**config.mk**
```make
export PLATFORM = sky130hd
export DESIGN_NAME = lge_ctrl
export DESIGN_NICKNAME = d
export VERILOG_FILES = /design/src/hdl/lge_pkg.sv /design/src/hdl/lge_ctrl.sv
export SDC_FILE = /design/constraint.sdc
export NUM_CORES = 1
export LEC_CHECK = 0
export BUFFER_PORTS_ARGS = -buffer_cell sky130_fd_sc_hd__buf_2
export CORE_AREA = 3 3 40 42
export CTS_CLUSTER_DIAMETER = 120
export DETAILED_ROUTE_END_ITERATION = 10
export DIE_AREA = 0 0 43 45
export PLACE_DENSITY = 0.56
export SYNTH_ARGS = -nofsm -noshare
export SYNTH_HDL_FRONTEND = slang
export SYNTH_SLANG_ARGS = --single-unit
```
**constraint.sdc**
```tcl
create_clock -name clk -period 1.3 [get_ports clk]
set_input_delay 0.13 -clock clk [delete_from_list [all_inputs] [get_ports clk]]
set_output_delay 0.13 -clock clk [all_outputs]
set_load 0.1 [all_outputs]
```
**src/hdl/lge_pkg.sv**
```systemverilog
// Shared types, constants and the B3/S23 cell rule for the life grid engine.
`default_nettype none

package lge_pkg;

  localparam int CMD_W   = 2;
  localparam int COORD_W = 6;
  localparam int CFG_W   = 7;

  localparam logic [CFG_W-1:0] SIZE_RESET = 7'd64;

  localparam logic [3:0] BIRTH_COUNT = 4'd3;
  localparam logic [3:0] SURVIVE_LOW = 4'd2;

  typedef enum logic [CMD_W-1:0] {
    CMD_CLEAR  = 2'd0,
    CMD_TOGGLE = 2'd1,
    CMD_STEP   = 2'd2,
    CMD_READ   = 2'd3
  } lge_cmd_t;

  typedef enum logic {
    REG_WIDTH  = 1'b0,
    REG_HEIGHT = 1'b1
  } lge_reg_t;

  typedef enum logic [2:0] {
    ST_INIT,
    ST_IDLE,
    ST_CLEAR,
    ST_RD_ISSUE,
    ST_RD_DATA,
    ST_STEP,
    ST_DONE
  } lge_state_t;

  // Commands from the controller to the datapath.
  typedef struct packed {
    logic load;
    logic cnt_clr;
    logic cnt_inc;
    logic sweep_clear;
    logic rd_cell;
    logic wr_toggle;
    logic step_run;
    logic out_load;
  } lge_ctl_t;

  // Status from the datapath to the controller.
  typedef struct packed {
    lge_cmd_t cmd;
    logic     in_area;
    logic     sweep_last;
    logic     step_last;
    logic     out_free;
  } lge_sts_t;

  function automatic logic life_next(input logic alive, input logic [3:0] count);
    logic res;
    res = (count == BIRTH_COUNT) || (alive && (count == SURVIVE_LOW));
    return res;
  endfunction

endpackage

`default_nettype wire

```
**src/hdl/lge_ctrl.sv**
```systemverilog
// Controller state machine that sequences clear, toggle, read and step commands.
`default_nettype none

module lge_ctrl (
  input  logic              clk,
  input  logic              rst_n,
  input  logic              in_valid,
  output logic              in_ready,
  input  lge_pkg::lge_cmd_t in_cmd,
  input  lge_pkg::lge_sts_t sts,
  output lge_pkg::lge_ctl_t ctl
);
  import lge_pkg::*;

  lge_state_t state_r;
  lge_state_t state_nxt;

  always_ff @(posedge clk) begin
    if (!rst_n) begin
      state_r <= ST_INIT;
    end else begin
      state_r <= state_nxt;
    end
  end

  always_comb begin
    state_nxt = state_r;
    ctl       = '0;
    in_ready  = 1'b0;
    case (state_r)
      ST_INIT: begin
        ctl.sweep_clear = 1'b1;
        ctl.cnt_inc     = 1'b1;
        if (sts.sweep_last) begin
          state_nxt = ST_IDLE;
        end
      end
      ST_IDLE: begin
        in_ready = 1'b1;
        if (in_valid) begin
          ctl.load    = 1'b1;
          ctl.cnt_clr = 1'b1;
          case (in_cmd)
            CMD_CLEAR: state_nxt = ST_CLEAR;
            CMD_STEP:  state_nxt = ST_STEP;
            default:   state_nxt = ST_RD_ISSUE;
          endcase
        end
      end
      ST_CLEAR: begin
        ctl.sweep_clear = 1'b1;
        ctl.cnt_inc     = 1'b1;
        if (sts.sweep_last) begin
          state_nxt = ST_DONE;
        end
      end
      ST_RD_ISSUE: begin
        // A cell outside the area answers without touching the grid.
        if (sts.in_area) begin
          ctl.rd_cell = 1'b1;
          state_nxt   = ST_RD_DATA;
        end else begin
          state_nxt = ST_DONE;
        end
      end
      ST_RD_DATA: begin
        ctl.wr_toggle = (sts.cmd == CMD_TOGGLE);
        state_nxt     = ST_DONE;
      end
      ST_STEP: begin
        ctl.step_run = 1'b1;
        ctl.cnt_inc  = 1'b1;
        if (sts.step_last) begin
          state_nxt = ST_DONE;
        end
      end
      ST_DONE: begin
        if (sts.out_free) begin
          ctl.out_load = 1'b1;
          state_nxt    = ST_IDLE;
        end
      end
      default: begin
        state_nxt = ST_IDLE;
      end
    endcase
  end

endmodule

`default_nettype wire

```
==> impl_metrics.ini <==
[outcome]
outcome = finished with violations
failed_checks = negative setup slack

[sta]
summed_negative_setup_slack_over_all_endpoints_ns = -0.2601
clock.fmax_mhz = 740.6
period_minus_slack_ns = 1.350
max_slew.worst_pin.slew_ns = 0.3055
rsz0062_at_grt = true
final.hold.worst_slack_ns = 0.1515
period_share = 1.039
timing.slew.headroom = 0.7946
finalSetupViolCount = 7
timing.final.hold_violations = 0
finalMaxSlewViolations = 0
final.setup.worst_slack_ns = -0.05019
worst_clock_skew_ns = 0.002942

[global_route]
grt_max_degree = 8
antenna_violations_before_repair = 0
grt_first_pass_wirelength_um = 1676
grt.busiest_layer = met2
grt_use_total = 0.1139
via_count_of_the_first_global_routing_pass = 398
met1_usage = 0.1223
groute.layer.met3.usage = 0.03586
globalRoute.totalOverflow = 0
met2_usage = 0.2126

[worst_hold_path]
min-delay-path-class = primary input to register

[yosys]
post_synth_top_area_cell = dfxtp_1
synth-async-reset-ratio = 0
syn_nets = 54
most_frequently_used_cell_type_in_the_post_synthesis_netlist = nor2_1
synth_top_area_cells = dfxtp_1, buf_6, a211oi_2, nor3b_2, nor2_1
seq_area_frac_synth = 0.1825
mappedNetlistArea_um2 = 329.1
synthesis.area_per_instance_um2 = 7.653
post-synth-top-area-fraction = 0.1825
synthesis.yosys.warnings = 0
yosysUniqueCellTypes = 22
synth-edff-count = 0
synth.ff_latch_count = 3
syn-instance-count = 43
yosys_most_used_dff = dfxtp_1

[clock_network]
cts_max_path_buffers = 2
cts_buffers = 3
tritoncts = yes
cts_root_buffer = clkbuf_4
cts.clk_slew.worst_paths_ns = 0.04
clock_sinks = 3
clock_insertion_delay_worst_skew_ns = 0.23
ctsHtreeMaxLevel = 1

[drt]
routed_wl_um = 1029
ant_nets = 0
first_pass_iters = 3
drc = 0
drt_first_iter_violations = 5
drt-vias-per-instance = 4.989
vias = 434
avgRoutedWirePerCell_um = 11.83

[floorplan]
fp.coreArea_um2 = 1285
die_width_um = 43
placement_rows = 13
fp.dieH_um = 45
num_io_pins = 20
dieArea_um2 = 1935
initial_utilization = 0.2561

[setup_path]
criticalPathCategory = register to output pin
end_kind = output pin
critPathLaunchType = register
worstPathMaxFanout = 7
critical_path_arrival_ns = 1.22
cp_data_required_time_ns = 1.17

[layout]
n_antenna_cell = 0
area.sequential_um2 = 71.32
largest_register_ff_count = 3
share_of_post_route_cells_with_drive_strength_above_1 = 0.7083
area.growth.synth_to_final_pct = 122.4
reg.largest.list = state_r (3)
multi_input_comb_area_um2 = 286.5
fillCellCount = 116
final_net_count = 84
fin_area_um2 = 732.0
largest-register = state_r

[job]
max-cap-violations = 0

[placement]
io_buffers = 19
postPlaceCellArea_um2 = 649.4
post-dp-hpwl_um = 832.9
gp_congestion = 0.7557
[kinds of logic after synthesis]
family / count (synthesis) / share of synthesized area
and+or+nand+nor: 21 / 0.3688
buffers and inverters: 7 / 0.1597
AOI/OAI and AO/OA: 12 / 0.2889
DFF: 3 / 0.1825
[cells in the final DEF (no fill, tap or decap), types with 2 or more instances in the layout]
cell,netlist,routed
a21oi_1,3,3
nor2_1,6,4
o211ai_1,2,2
clkbuf_4,0,3
buf_4,1,8
buf_12,0,9
buf_6,3,2
nor3b_2,2,2
nand2_1,3,3
dfxtp_4,0,3
buf_2,0,10
nor3b_4,0,2
o21ai_0,2,2
a211oi_2,2,2
[worst max-delay path: stages, from the launching register on]
cell	delay, ns
dfxtp_4	0.38
buf_4	0.18
nor3b_4	0.23
buf_12	0.20
[per-stage QoR]
stage               utilization  instances  worst slack [ns]
global route             0.5696         87           -0.1090
detailed placement       0.5054         79           0.03922
CTS                      0.5618         86          -0.04010
finish                   0.5696         87          -0.05019
floorplan                     -         43           -0.6325
global placement         0.5054         79           0.05101
[timing repair]
item                       CTS  global route
pin swaps                    5             2
buffers inserted             3             1
gates resized for setup      9             1
setup endpoints to repair    8            10
hold buffers                 0             0
[final timing paths]
path / startpoint / endpoint / slack [ns] / cells after the start
min reg2reg: state_r[2] / state_r[2] / 0.69 / 3
max reg2reg: state_r[0] / state_r[1] / -0.02 / 5
min: rst_n / state_r[0] / 0.15 / 2
max: state_r[0] / ctl[0] / -0.05 / 3
[layout make-up]
type | count | share of cell area
Timing Repair Buffer | 29 | 0.4274
Multi-Input combinational cell | 33 | 0.3915
Tap cell | 15 | 0.02564
Clock buffer | 4 | 0.03590
Inverter | 3 | 0.02222
Sequential cell | 3 | 0.09744
[per-layer routing]
| metal | vias up | wire length [µm] |
|---|---|---|
| li1 | 216 | - |
| met1 | 208 | 413 |
| met2 | 10 | 575 |
| met3 | 0 | 40 |
| met4 | 0 | 0 |
| met5 | - | 0 |
Power is not shown: default switching activity piles up to over one toggle a cycle in this logic, so the estimate is an artifact.
